**src/design/fgs_pkg.sv**
```systemverilog
// Shared constants, codes and pipeline payload types for the fuzzy gain schedule.
// No dependencies; used by fgs_div_pipe, fuzzy_gain_schedule and the port checker.
package fgs_pkg;

  localparam int GRADE_FRAC_BITS    = 16;
  localparam int BP_W               = 11;
  localparam int DEV_W              = BP_W + 1;
  localparam int WEIGHT_W           = 24;
  localparam int GAIN_W             = 24;
  localparam int CFG_IDX_W          = 3;
  localparam int GRADE_W            = GRADE_FRAC_BITS + 1;
  localparam int DIV_BITS_PER_STAGE = 4;
  localparam int DIV_STAGES         =
      (GRADE_FRAC_BITS + DIV_BITS_PER_STAGE - 1) / DIV_BITS_PER_STAGE;
  localparam int PROD_W             = GRADE_W + WEIGHT_W;
  localparam int SUM_W              = PROD_W + 2;
  // front stage + divider stages + product stage + output stage
  localparam int PIPE_STAGES        = DIV_STAGES + 3;

  localparam logic [BP_W-1:0]     CLOSE_RESET   = 11'd0;
  localparam logic [BP_W-1:0]     MIDDLE_RESET  = 11'd100;
  localparam logic [BP_W-1:0]     DISTANT_RESET = 11'd200;
  localparam logic [WEIGHT_W-1:0] W_DIST_RESET  = 24'd167772;
  localparam logic [WEIGHT_W-1:0] W_MID_RESET   = 24'd83886;
  localparam logic [WEIGHT_W-1:0] W_CLOSE_RESET = 24'd1678;

  typedef enum logic [CFG_IDX_W-1:0] {
    CFG_CLOSE_POINT    = 3'd0,
    CFG_MIDDLE_POINT   = 3'd1,
    CFG_DISTANT_POINT  = 3'd2,
    CFG_WEIGHT_DISTANT = 3'd3,
    CFG_WEIGHT_MIDDLE  = 3'd4,
    CFG_WEIGHT_CLOSE   = 3'd5
  } cfg_index_t;

  // Where a grade comes from once the divider is done.
  typedef enum logic [1:0] {
    GRADE_ZERO,
    GRADE_ONE,
    GRADE_QA,
    GRADE_QB
  } grade_src_t;

  typedef struct packed {
    logic       order_error;
    grade_src_t src_rise;
    grade_src_t src_tri;
    grade_src_t src_fall;
  } grade_sel_t;

  // Two division lanes sharing one divisor.
  typedef struct packed {
    grade_sel_t                 sel;
    logic [BP_W-1:0]            den;
    logic [BP_W-1:0]            rem_a;
    logic [BP_W-1:0]            rem_b;
    logic [GRADE_FRAC_BITS-1:0] quo_a;
    logic [GRADE_FRAC_BITS-1:0] quo_b;
  } div_lane_t;

endpackage

```
**src/design/fgs_div_pipe.sv**
```systemverilog
// Pipelined restoring divider, two lanes over a shared divisor.
// Depends on fgs_pkg; instantiated by fuzzy_gain_schedule.
module fgs_div_pipe (
  input  logic                              clk,
  input  logic [fgs_pkg::DIV_STAGES-1:0]    en,
  input  fgs_pkg::div_lane_t                din,
  output fgs_pkg::div_lane_t                dout
);

  fgs_pkg::div_lane_t stage_q [fgs_pkg::DIV_STAGES];

  for (genvar s = 0; s < fgs_pkg::DIV_STAGES; s++) begin : g_stage
    fgs_pkg::div_lane_t cur;
    fgs_pkg::div_lane_t nxt;

    if (s == 0) begin : g_first
      assign cur = din;
    end else begin : g_rest
      assign cur = stage_q[s-1];
    end

    // Up to four quotient bits per stage; remainder always stays below den.
    always_comb begin
      logic [fgs_pkg::BP_W:0] trial_a;
      logic [fgs_pkg::BP_W:0] trial_b;
      nxt = cur;
      for (int j = 0; j < fgs_pkg::DIV_BITS_PER_STAGE; j++) begin
        if (s * fgs_pkg::DIV_BITS_PER_STAGE + j < fgs_pkg::GRADE_FRAC_BITS) begin
          trial_a = {nxt.rem_a, 1'b0};
          trial_b = {nxt.rem_b, 1'b0};
          if (trial_a >= {1'b0, nxt.den}) begin
            nxt.rem_a = fgs_pkg::BP_W'(trial_a - {1'b0, nxt.den});
            nxt.quo_a = {nxt.quo_a[fgs_pkg::GRADE_FRAC_BITS-2:0], 1'b1};
          end else begin
            nxt.rem_a = trial_a[fgs_pkg::BP_W-1:0];
            nxt.quo_a = {nxt.quo_a[fgs_pkg::GRADE_FRAC_BITS-2:0], 1'b0};
          end
          if (trial_b >= {1'b0, nxt.den}) begin
            nxt.rem_b = fgs_pkg::BP_W'(trial_b - {1'b0, nxt.den});
            nxt.quo_b = {nxt.quo_b[fgs_pkg::GRADE_FRAC_BITS-2:0], 1'b1};
          end else begin
            nxt.rem_b = trial_b[fgs_pkg::BP_W-1:0];
            nxt.quo_b = {nxt.quo_b[fgs_pkg::GRADE_FRAC_BITS-2:0], 1'b0};
          end
        end
      end
    end

    always_ff @(posedge clk) begin
      if (en[s]) begin
        stage_q[s] <= nxt;
      end
    end
  end

  assign dout = stage_q[fgs_pkg::DIV_STAGES-1];

endmodule

```
**src/design/fuzzy_gain_schedule.sv**
```systemverilog
// Fuzzy gain schedule: maps a signed deviation to a Q0.24 gain from three membership
// grades (falling ramp, triangle, rising ramp) and three weights. Fully pipelined: one
// request per cycle unless stalled; the restoring divider retires four quotient bits
// per stage. Stalls ripple back stage by stage, so bubbles are squeezed out and
// in_stall rises only when every stage holds a request. Breakpoints out of order give
// order_error = 1 and gain = 0. The user must see that configuration is taken only
// while no request is in flight; the block itself does not enforce this.
module fuzzy_gain_schedule (
  input  logic                                clk,
  input  logic                                rst,
  input  logic                                cfg_write,
  input  logic [fgs_pkg::CFG_IDX_W-1:0]       cfg_index,
  input  logic [fgs_pkg::WEIGHT_W-1:0]        cfg_data,
  input  logic                                in_valid,
  output logic                                in_stall,
  input  logic signed [fgs_pkg::DEV_W-1:0]    deviation,
  output logic                                out_valid,
  input  logic                                out_stall,
  output logic [fgs_pkg::GAIN_W-1:0]          gain,
  output logic                                order_error
);

  localparam int ProdStage = fgs_pkg::DIV_STAGES + 1;
  localparam int OutStage  = fgs_pkg::PIPE_STAGES - 1;
  localparam int F         = fgs_pkg::GRADE_FRAC_BITS;

  logic [fgs_pkg::BP_W-1:0]     close_point;
  logic [fgs_pkg::BP_W-1:0]     middle_point;
  logic [fgs_pkg::BP_W-1:0]     distant_point;
  logic [fgs_pkg::WEIGHT_W-1:0] weight_distant;
  logic [fgs_pkg::WEIGHT_W-1:0] weight_middle;
  logic [fgs_pkg::WEIGHT_W-1:0] weight_close;

  logic [fgs_pkg::PIPE_STAGES-1:0] valid;
  logic [fgs_pkg::PIPE_STAGES-1:0] valid_next;
  logic [fgs_pkg::PIPE_STAGES-1:0] en;

  fgs_pkg::div_lane_t front_next;
  fgs_pkg::div_lane_t front;
  fgs_pkg::div_lane_t div_out;

  logic [fgs_pkg::PROD_W-1:0] prod_rise;
  logic [fgs_pkg::PROD_W-1:0] prod_tri;
  logic [fgs_pkg::PROD_W-1:0] prod_fall;
  logic                       prod_err;

  logic [fgs_pkg::GRADE_W-1:0] grade_rise;
  logic [fgs_pkg::GRADE_W-1:0] grade_tri;
  logic [fgs_pkg::GRADE_W-1:0] grade_fall;

  logic [fgs_pkg::SUM_W-1:0]   sum;
  logic [fgs_pkg::SUM_W-F-1:0] scaled;
  logic [fgs_pkg::GAIN_W-1:0]  gain_next;

  function automatic logic [fgs_pkg::GRADE_W-1:0] pick_grade(
    fgs_pkg::grade_src_t          src,
    logic [F-1:0]                 qa,
    logic [F-1:0]                 qb
  );
    logic [fgs_pkg::GRADE_W-1:0] g;
    case (src)
      fgs_pkg::GRADE_ZERO: g = '0;
      fgs_pkg::GRADE_ONE:  g = {1'b1, {F{1'b0}}};
      fgs_pkg::GRADE_QA:   g = {1'b0, qa};
      fgs_pkg::GRADE_QB:   g = {1'b0, qb};
      default:             g = '0;
    endcase
    return g;
  endfunction

  // Configuration registers
  always_ff @(posedge clk) begin
    if (rst) begin
      close_point    <= fgs_pkg::CLOSE_RESET;
      middle_point   <= fgs_pkg::MIDDLE_RESET;
      distant_point  <= fgs_pkg::DISTANT_RESET;
      weight_distant <= fgs_pkg::W_DIST_RESET;
      weight_middle  <= fgs_pkg::W_MID_RESET;
      weight_close   <= fgs_pkg::W_CLOSE_RESET;
    end else if (cfg_write) begin
      unique case (fgs_pkg::cfg_index_t'(cfg_index))
        fgs_pkg::CFG_CLOSE_POINT:    close_point    <= cfg_data[fgs_pkg::BP_W-1:0];
        fgs_pkg::CFG_MIDDLE_POINT:   middle_point   <= cfg_data[fgs_pkg::BP_W-1:0];
        fgs_pkg::CFG_DISTANT_POINT:  distant_point  <= cfg_data[fgs_pkg::BP_W-1:0];
        fgs_pkg::CFG_WEIGHT_DISTANT: weight_distant <= cfg_data;
        fgs_pkg::CFG_WEIGHT_MIDDLE:  weight_middle  <= cfg_data;
        fgs_pkg::CFG_WEIGHT_CLOSE:   weight_close   <= cfg_data;
        default: ;
      endcase
    end
  end

  // Per-stage advance: a stage loads when empty or when its successor moves.
  always_comb begin
    en[OutStage] = !valid[OutStage] || !out_stall;
    for (int i = OutStage - 1; i >= 0; i--) begin
      en[i] = !valid[i] || en[i+1];
    end
  end

  assign in_stall   = !en[0];
  assign valid_next = {valid[fgs_pkg::PIPE_STAGES-2:0], in_valid};

  always_ff @(posedge clk) begin
    if (rst) begin
      valid <= '0;
    end else begin
      for (int i = 0; i < fgs_pkg::PIPE_STAGES; i++) begin
        if (en[i]) begin
          valid[i] <= valid_next[i];
        end
      end
    end
  end

  // Front stage: classify deviation against breakpoints, set up division.
  // Low region (close, middle): lane A = x-c (triangle), lane B = m-x (falling).
  // High region (middle, distant): lane A = x-m (rising), lane B = d-x (triangle).
  always_comb begin
    logic signed [fgs_pkg::DEV_W-1:0] cs;
    logic signed [fgs_pkg::DEV_W-1:0] ms;
    logic signed [fgs_pkg::DEV_W-1:0] ds;
    logic signed [fgs_pkg::DEV_W-1:0] x_c;
    logic signed [fgs_pkg::DEV_W-1:0] x_m;
    logic signed [fgs_pkg::DEV_W-1:0] m_x;
    logic signed [fgs_pkg::DEV_W-1:0] d_x;
    logic                             in_lo;
    logic                             in_hi;
    cs    = $signed({1'b0, close_point});
    ms    = $signed({1'b0, middle_point});
    ds    = $signed({1'b0, distant_point});
    x_c   = deviation - cs;
    x_m   = deviation - ms;
    m_x   = ms - deviation;
    d_x   = ds - deviation;
    in_lo = (deviation > cs) && (deviation < ms);
    in_hi = (deviation > ms) && (deviation < ds);

    front_next = '0;
    front_next.sel.order_error = (close_point > middle_point) ||
                                 (middle_point > distant_point);

    if (in_hi) begin
      front_next.den   = distant_point - middle_point;
      front_next.rem_a = x_m[fgs_pkg::BP_W-1:0];
      front_next.rem_b = d_x[fgs_pkg::BP_W-1:0];
    end else if (in_lo) begin
      front_next.den   = middle_point - close_point;
      front_next.rem_a = x_c[fgs_pkg::BP_W-1:0];
      front_next.rem_b = m_x[fgs_pkg::BP_W-1:0];
    end else begin
      front_next.den   = fgs_pkg::BP_W'(1);
    end

    if (deviation <= ms) begin
      front_next.sel.src_rise = fgs_pkg::GRADE_ZERO;
    end else if (deviation >= ds) begin
      front_next.sel.src_rise = fgs_pkg::GRADE_ONE;
    end else begin
      front_next.sel.src_rise = fgs_pkg::GRADE_QA;
    end

    if (deviation <= cs || deviation >= ds) begin
      front_next.sel.src_tri = fgs_pkg::GRADE_ZERO;
    end else if (deviation == ms) begin
      front_next.sel.src_tri = fgs_pkg::GRADE_ONE;
    end else if (deviation < ms) begin
      front_next.sel.src_tri = fgs_pkg::GRADE_QA;
    end else begin
      front_next.sel.src_tri = fgs_pkg::GRADE_QB;
    end

    if (deviation <= cs) begin
      front_next.sel.src_fall = fgs_pkg::GRADE_ONE;
    end else if (deviation >= ms) begin
      front_next.sel.src_fall = fgs_pkg::GRADE_ZERO;
    end else begin
      front_next.sel.src_fall = fgs_pkg::GRADE_QB;
    end
  end

  always_ff @(posedge clk) begin
    if (en[0]) begin
      front <= front_next;
    end
  end

  fgs_div_pipe u_div (
    .clk  (clk),
    .en   (en[fgs_pkg::DIV_STAGES:1]),
    .din  (front),
    .dout (div_out)
  );

  // Product stage
  always_comb begin
    grade_rise = pick_grade(div_out.sel.src_rise, div_out.quo_a, div_out.quo_b);
    grade_tri  = pick_grade(div_out.sel.src_tri,  div_out.quo_a, div_out.quo_b);
    grade_fall = pick_grade(div_out.sel.src_fall, div_out.quo_a, div_out.quo_b);
  end

  always_ff @(posedge clk) begin
    if (en[ProdStage]) begin
      prod_rise <= fgs_pkg::PROD_W'(grade_rise) * fgs_pkg::PROD_W'(weight_distant);
      prod_tri  <= fgs_pkg::PROD_W'(grade_tri)  * fgs_pkg::PROD_W'(weight_middle);
      prod_fall <= fgs_pkg::PROD_W'(grade_fall) * fgs_pkg::PROD_W'(weight_close);
      prod_err  <= div_out.sel.order_error;
    end
  end

  // Sum, rescale, saturate; force zero on order error
  always_comb begin
    sum    = fgs_pkg::SUM_W'(prod_rise) + fgs_pkg::SUM_W'(prod_tri) +
             fgs_pkg::SUM_W'(prod_fall);
    scaled = sum[fgs_pkg::SUM_W-1:F];
    if (prod_err) begin
      gain_next = '0;
    end else if (|scaled[fgs_pkg::SUM_W-F-1:fgs_pkg::GAIN_W]) begin
      gain_next = '1;
    end else begin
      gain_next = scaled[fgs_pkg::GAIN_W-1:0];
    end
  end

  always_ff @(posedge clk) begin
    if (en[OutStage]) begin
      gain        <= gain_next;
      order_error <= prod_err;
    end
  end

  assign out_valid = valid[OutStage];

endmodule

```
**config.mk**
```make
export PLATFORM = sky130hd
export DESIGN_NAME = fuzzy_gain_schedule
export DESIGN_NICKNAME = d
export VERILOG_FILES = /design/src/design/fgs_pkg.sv /design/src/design/fgs_div_pipe.sv /design/src/design/fuzzy_gain_schedule.sv
export SDC_FILE = /design/constraint.sdc
export NUM_CORES = 2
export LEC_CHECK = 0
export ABC_AREA = 1
export BUFFER_PORTS_ARGS = -buffer_cell sky130_fd_sc_hd__buf_2
export CAP_MARGIN = 5
export CORE_MARGIN = 2
export CORE_UTILIZATION = 35
export CTS_CLUSTER_SIZE = 28
export DETAILED_ROUTE_END_ITERATION = 8
export HOLD_SLACK_MARGIN = 0.03
export PLACE_DENSITY = 0.56
export SLEW_MARGIN = 10
export SYNTH_ARGS = -nofsm -noshare
export SYNTH_HDL_FRONTEND = slang
export SYNTH_SLANG_ARGS = --single-unit
```
**constraint.sdc**
```tcl
create_clock -name clk -period 10.43 [get_ports clk]
set_clock_uncertainty 0.1 [all_clocks]
set_input_delay 1.043 -clock clk [delete_from_list [all_inputs] [get_ports clk]]
set_output_delay 1.043 -clock clk [all_outputs]
set_load 0.1 [all_outputs]
```
Yosys cells after proc, flatten, opt, wreduce, memory -nomap -nowiden:

Memories as Yosys holds them, arrays and structs flattened.
Cells that the tools add are included.

* reduce and logical (&&, ||, !) cells: 32
* eq/ne operators: 15
* mux-type cells: 83
* $mul: 3
* add/subtract/negate cells: 40
* $lt $le $gt $ge: 42

Operator list (number)
* subtractor 11 bit: 38
* >= comparator 12 x 11 -> 1 bit: 32
* 2-to-1 mux 11 bit: 33
* one-hot mux 17 bit (4 select lines): 3
* multiplier 17 x 24 -> 41 bit: 3
* adder 42 x 41 -> 43 bit: 1
* adder 41 x 41 -> 42 bit: 1
* 2-to-1 mux 1 bit: 42
* 2-to-1 mux 33 bit: 1
* >= comparator 12 bit: 2
* > comparator 12 bit: 2
* <= comparator 12 bit: 2
* less-than comparator 12 bit: 2
* 2-to-1 mux 24 bit: 1
* > comparator 11 bit: 2
* 2-to-1 mux 22 bit: 1
* == test 12 bit: 1
* == test 2 bit (second input constant): 6
* AND reduction 2 bit: 6
* logical NOT 1 bit: 9
* logical OR 1 bit: 9
* == test 2 x 1 -> 1 bit (second input constant): 3
* == test 3 x 2 -> 1 bit (second input constant): 2
* == test 3 bit (second input constant): 2
* other kinds (7): 11

* word-level logic and storage cells: 243
* RAM bits: 288
* flip-flop bits (word level): 301
* memories: 1
* bits of input ports: 44
* output and inout bits: 27

Memory list
* u_div.stage_q: words 4, bits a word 72, read ports 4, clocked after Yosys merged registers in 0, wr ports 4, line fgs_div_pipe.sv:10 `fgs_pkg::div_lane_t stage_q [fgs_pkg::DIV_STAGES];`

Logic depth before layout (Yosys ltp):

* depth after elaboration: 9
* depth in mapped cells: 54
* depth with buffers taken out: 49

Cells and area by module:

From an unflattened synthesis, not the netlist that was laid out.

* cells, all modules: 10737
* area, all modules: 83555.1 um^2

Modules (own cells, without submodules)
* fuzzy_gain_schedule: sequential area each 7917.6 um^2, cells an instance 7031, area an instance 56524.2 um^2, instances 1
* fgs_div_pipe: sequential area each 7206.9 um^2, cells an instance 3706, area an instance 27030.9 um^2, instances 1

Worst setup path after synthesis:

No wires, ideal clock.

* path kind: input to register
* from: in out_stall
* to: reg front[32] (netlist bit) (enable)
* path buffers: 0
* arrival: 10.794 ns
* setup time: 0.395 ns
* data required time: 9.935 ns
* slack: -0.859 ns
* stages on the path: 13
* path through: nand2_1 -> nor2_1 -> inv_1 -> nor2_1 -> inv_1 -> nor2_1 -> inv_1 -> nor2_1 -> inv_1 -> nor2_1 -> inv_1 -> nor2_1 -> inv_1

* cells in the longest elaborated chain, start to end: 8

Ends and longest elaborated chain
* start, declared: line fuzzy_gain_schedule.sv:18 `input logic out_stall,`
* logical NOT 1 bit: line fuzzy_gain_schedule.sv:95 `en[OutStage] = !valid[OutStage] || !out_stall;`
* logical OR 1 bit: line fuzzy_gain_schedule.sv:95
* logical OR 1 bit: line fuzzy_gain_schedule.sv:97 `en[i] = !valid[i] || en[i+1];`
* via en (one bit): line fuzzy_gain_schedule.sv:36 `logic [fgs_pkg::PIPE_STAGES-1:0] en;`
* logical OR 1 bit: line fuzzy_gain_schedule.sv:97
* via en (one bit): line fuzzy_gain_schedule.sv:36
* logical OR 1 bit: line fuzzy_gain_schedule.sv:97
* via en (one bit): line fuzzy_gain_schedule.sv:36
* logical OR 1 bit: line fuzzy_gain_schedule.sv:97
* via en (one bit): line fuzzy_gain_schedule.sv:36
* logical OR 1 bit: line fuzzy_gain_schedule.sv:97
* via en (one bit): line fuzzy_gain_schedule.sv:36
* logical OR 1 bit: line fuzzy_gain_schedule.sv:97
* end signal, assigned: line fuzzy_gain_schedule.sv:184 `front <= front_next;`
* end, declared: line fuzzy_gain_schedule.sv:39 `fgs_pkg::div_lane_t front;`

The timed path passes the listed nets, and every way through them passes these cells.
A chain may end at the register's enable or synchronous reset.

==> results.yml <==
status:
  outcome: "finished, final reports clean"
critical_path:
  timing.rr.end: "u_div.stage_q[0][47]$_DFFE_PP_"
  critical_path_class: "flip-flop to flip-flop"
  start_kind: "flip-flop"
  rr_worst_depth: 44
  ff2ff_setup_slack_ps: 1770
  r2r_start: "front[57]$_DFFE_PN_"
  critical_path.max_stage_delay_ps: 460
  arrival_ps: 8980
  slowest_stage: "nand3_1"
  crit_path_max_fanout: 22
  required_ps: 10760
  crit_top_cell: "nand2_1"
  cp-end-kind: "flip-flop"
synthesis:
  synth.top_cells.by_area: "fa_1 (26%), edfxtp_1 (15%), ha_1 (12%)"
  synth_cells: 9834
  seq_area_frac_synth: 0.179
  synth_area_um2: 79000
  synthSimpleGateAreaFrac: 0.178
  synth_xor_xnor_area_share: 0.0487
  synthAdderAreaFrac: 0.388
  postSynth.asyncResetShare: 0
  yosysTopAreaCellShare: 0.264
  synth-edff-count: 396
  netlist-cell-type-count: 64
  syn_area_per_cell_um2: 8.03
  synth_top_family_by_area: "adder cells"
  ys.flop_type: "edfxtp_1"
  synth_most_common_cell: "nand2_1"
  ys_top_cells_by_count: "nand2_1 (2191), inv_1 (1840), fa_1 (1041)"
  synthMuxAreaShare: 0.000143
  synth_compound_area_frac: 0.101
  synth_area_leader_cell: "fa_1"
  ys_seq_elements: 508
  syn_nets: 11700
  yosysWarnings: 0
placed_design:
  place_hpwl_um: 206000
  gp_congestion: 0.919
  numPortBuffers: 70
clock_tree:
  h-tree-depth: 3
  clock_path_buffers: 3
  cts_setup_buffers: 0
  cts.repair.resized: 0
  worstSkewPairLatency_ps: 700
  path_clk_slew_ps: 60
  hold_buffers: 0
  tritoncts.num_buffers: 68
  root_buffer: "clkbuf_16"
  cts_tree: "built"
  clock-sinks: 508
drt:
  dr.pass1.iters: 6
  wire_per_inst_um: 19.6
  viasPerCell: 5.07
  drt_iter0_drc: 4842
  drtAntennaViolNets: 0
  routed-via-count: 65100
  routed_wl_um: 251000
  remaining_drc_errors: 0
worst_hold_path:
  worstHoldStart: "u_div.stage_q[1][67]$_DFFE_PP_"
  whs_endpoint: "u_div.stage_q[2][67]$_DFFE_PP_"
  hold_depth: 0
  hold_path_class: "flip-flop to flip-flop"
global_routing:
  grt_usage: 0.219
  grt_pass1_vias: 67200
  grt_max_degree: 70
  overflow: 0
  grt_pass1_wl_um: 391000
  antenna_found_initial: 10
timing:
  setup_violations: 0
  whs_ps: 317
  tightest_slew_ps: 1210
  max_clock_freq_ghz: 0.116
  finalMaxSlewViolations: 0
  finalCritPeriodShare: 0.830
  period_minus_slack_ps: 8660
  relSlewSlack: 0.191
  tns_ps: 0
  hold_violations: 0
  rsz0062_at_grt: "no"
die:
  start_util: 0.352
  io_pins: 71
  rows: 174
  die_h_um: 479
  die-area_um2: 230000
  core_um2: 225000
  fp.dieW_um: 479
final_layout:
  nets: 11700
  final_layout_size_suffix_gt1_frac: 0.0457
  synthToLayoutAreaGrowth_pct: 7.85
job:
  maxCapViolCount: 0
-- layer usage --
metal / wire length [um] / GRT usage / vias up
met5: 18 / 0 / -
met4: 8390 / 0.0690 / 2
met3: 13900 / 0.0275 / 356
met2: 118000 / 0.370 / 1843
met1: 111000 / 0.291 / 32100
li1: - / - / 30800
-- cells by family (layout without fill, tap and decap cells) --
kind of cell             Yosys count  count (layout)
AND/OR/NAND/NOR                 3492            3492
AO/OA/AOI/OAI                   1423            1423
buffers and inverters           2144            2160
other                              0               4
multiplexers                       1               1
adder cells (fa/ha/maj)         1827            1827
flip-flops                       508             508
XOR/XNOR                         439             439
-- placed cells by master (no fill, tap or decap), drive strengths merged, types with 6 or more instances in the layout --
master    Yosys  routed
nand2      2205    2205
inv        1860    1865
fa         1041    1041
nor2        883     883
ha          786     786
a21oi       632     632
o21ai       479     479
edfxtp      396     396
xor2        297     297
nand3       226     226
buf          56     169
xnor2       142     142
dfxtp       112     112
clkbuf      221      83
nand4        64      64
nor3         62      62
o22ai        53      53
a31oi        44      44
o211ai       42      42
o21bai       37      37
a21o         29      29
clkinv        7      28
o21a         25      25
or2          22      22
o2111ai      19      19
o31ai        17      17
a21boi       15      15
o221ai       13      13
nor4         10      10
a211oi       10      10
nand3b       10      10
bufinv        0       9
clkinvlp      0       6
-- critical path: cells and delay by family (launching register included) --
kind | cells | cell delay, ps
AOI/OAI and AO/OA | 14 | 2540
buffers and inverters | 6 | 870
adders and majority gates | 4 | 1350
and+or+nand+nor | 20 | 3100
DFF | 1 | 410
-- metrics by stage --
stage / cell area [um^2] / cells / util / worst slack (ps)
6_report: 85200 / 12800 / 0.379 / 1770
5_1_grt: 85200 / 12800 / 0.379 / 717
4_1_cts: 85200 / 12800 / 0.379 / 1670
3_5_place_dp: 82800 / 12700 / 0.369 / 1700
3_3_place_gp: 82800 / 12700 / 0.369 / 1820
2_1_floorplan: 79000 / 9834 / - / 579
-- how the worst max path moves through the flow --
stage	start	to	slack [ps]	depth (start not counted)
3_5_place_dp	front[56]$_DFFE_PN_	u_div.stage_q[0][47]$_DFFE_PP_	1700	44
4_1_cts	front[57]$_DFFE_PN_	u_div.stage_q[0][47]$_DFFE_PP_	1670	44
6_report	front[57]$_DFFE_PN_	u_div.stage_q[0][47]$_DFFE_PP_	1770	44
5_1_grt	u_div.stage_q[0][54]$_DFFE_PP_	u_div.stage_q[1][48]$_DFFE_PP_	720	41
2_1_floorplan	valid[6]$_SDFFE_PP0P_	front[32]$_DFFE_PN_	580	13
3_3_place_gp	u_div.stage_q[1][61]$_DFFE_PP_	u_div.stage_q[2][52]$_DFFE_PP_	1820	44
-- registers in the layout, indices dropped and copies added (netlist names), 7 cells and up --
signal,flops
u_div.stage_q,207
prod_fall,41
prod_rise,41
prod_tri,41
front,40
gain,24
weight_close,24
weight_distant,24
weight_middle,24
close_point,11
distant_point,11
middle_point,11
valid,7
-- area by class of cell --
type | count | area [um^2]
antenna | 4 | 10.0
clock buffer | 83 | 1830
clock inverter | 41 | 534
fill | 23300 | 139000
inverter | 1867 | 7020
multi-input combinational | 7182 | 56800
sequential | 508 | 14100
tap | 2992 | 3740
timing repair buffer | 169 | 1090
Power is left out: the tool's default activity adds up to more than one toggle a clock period on the data nets, which glitch-free logic cannot reach.
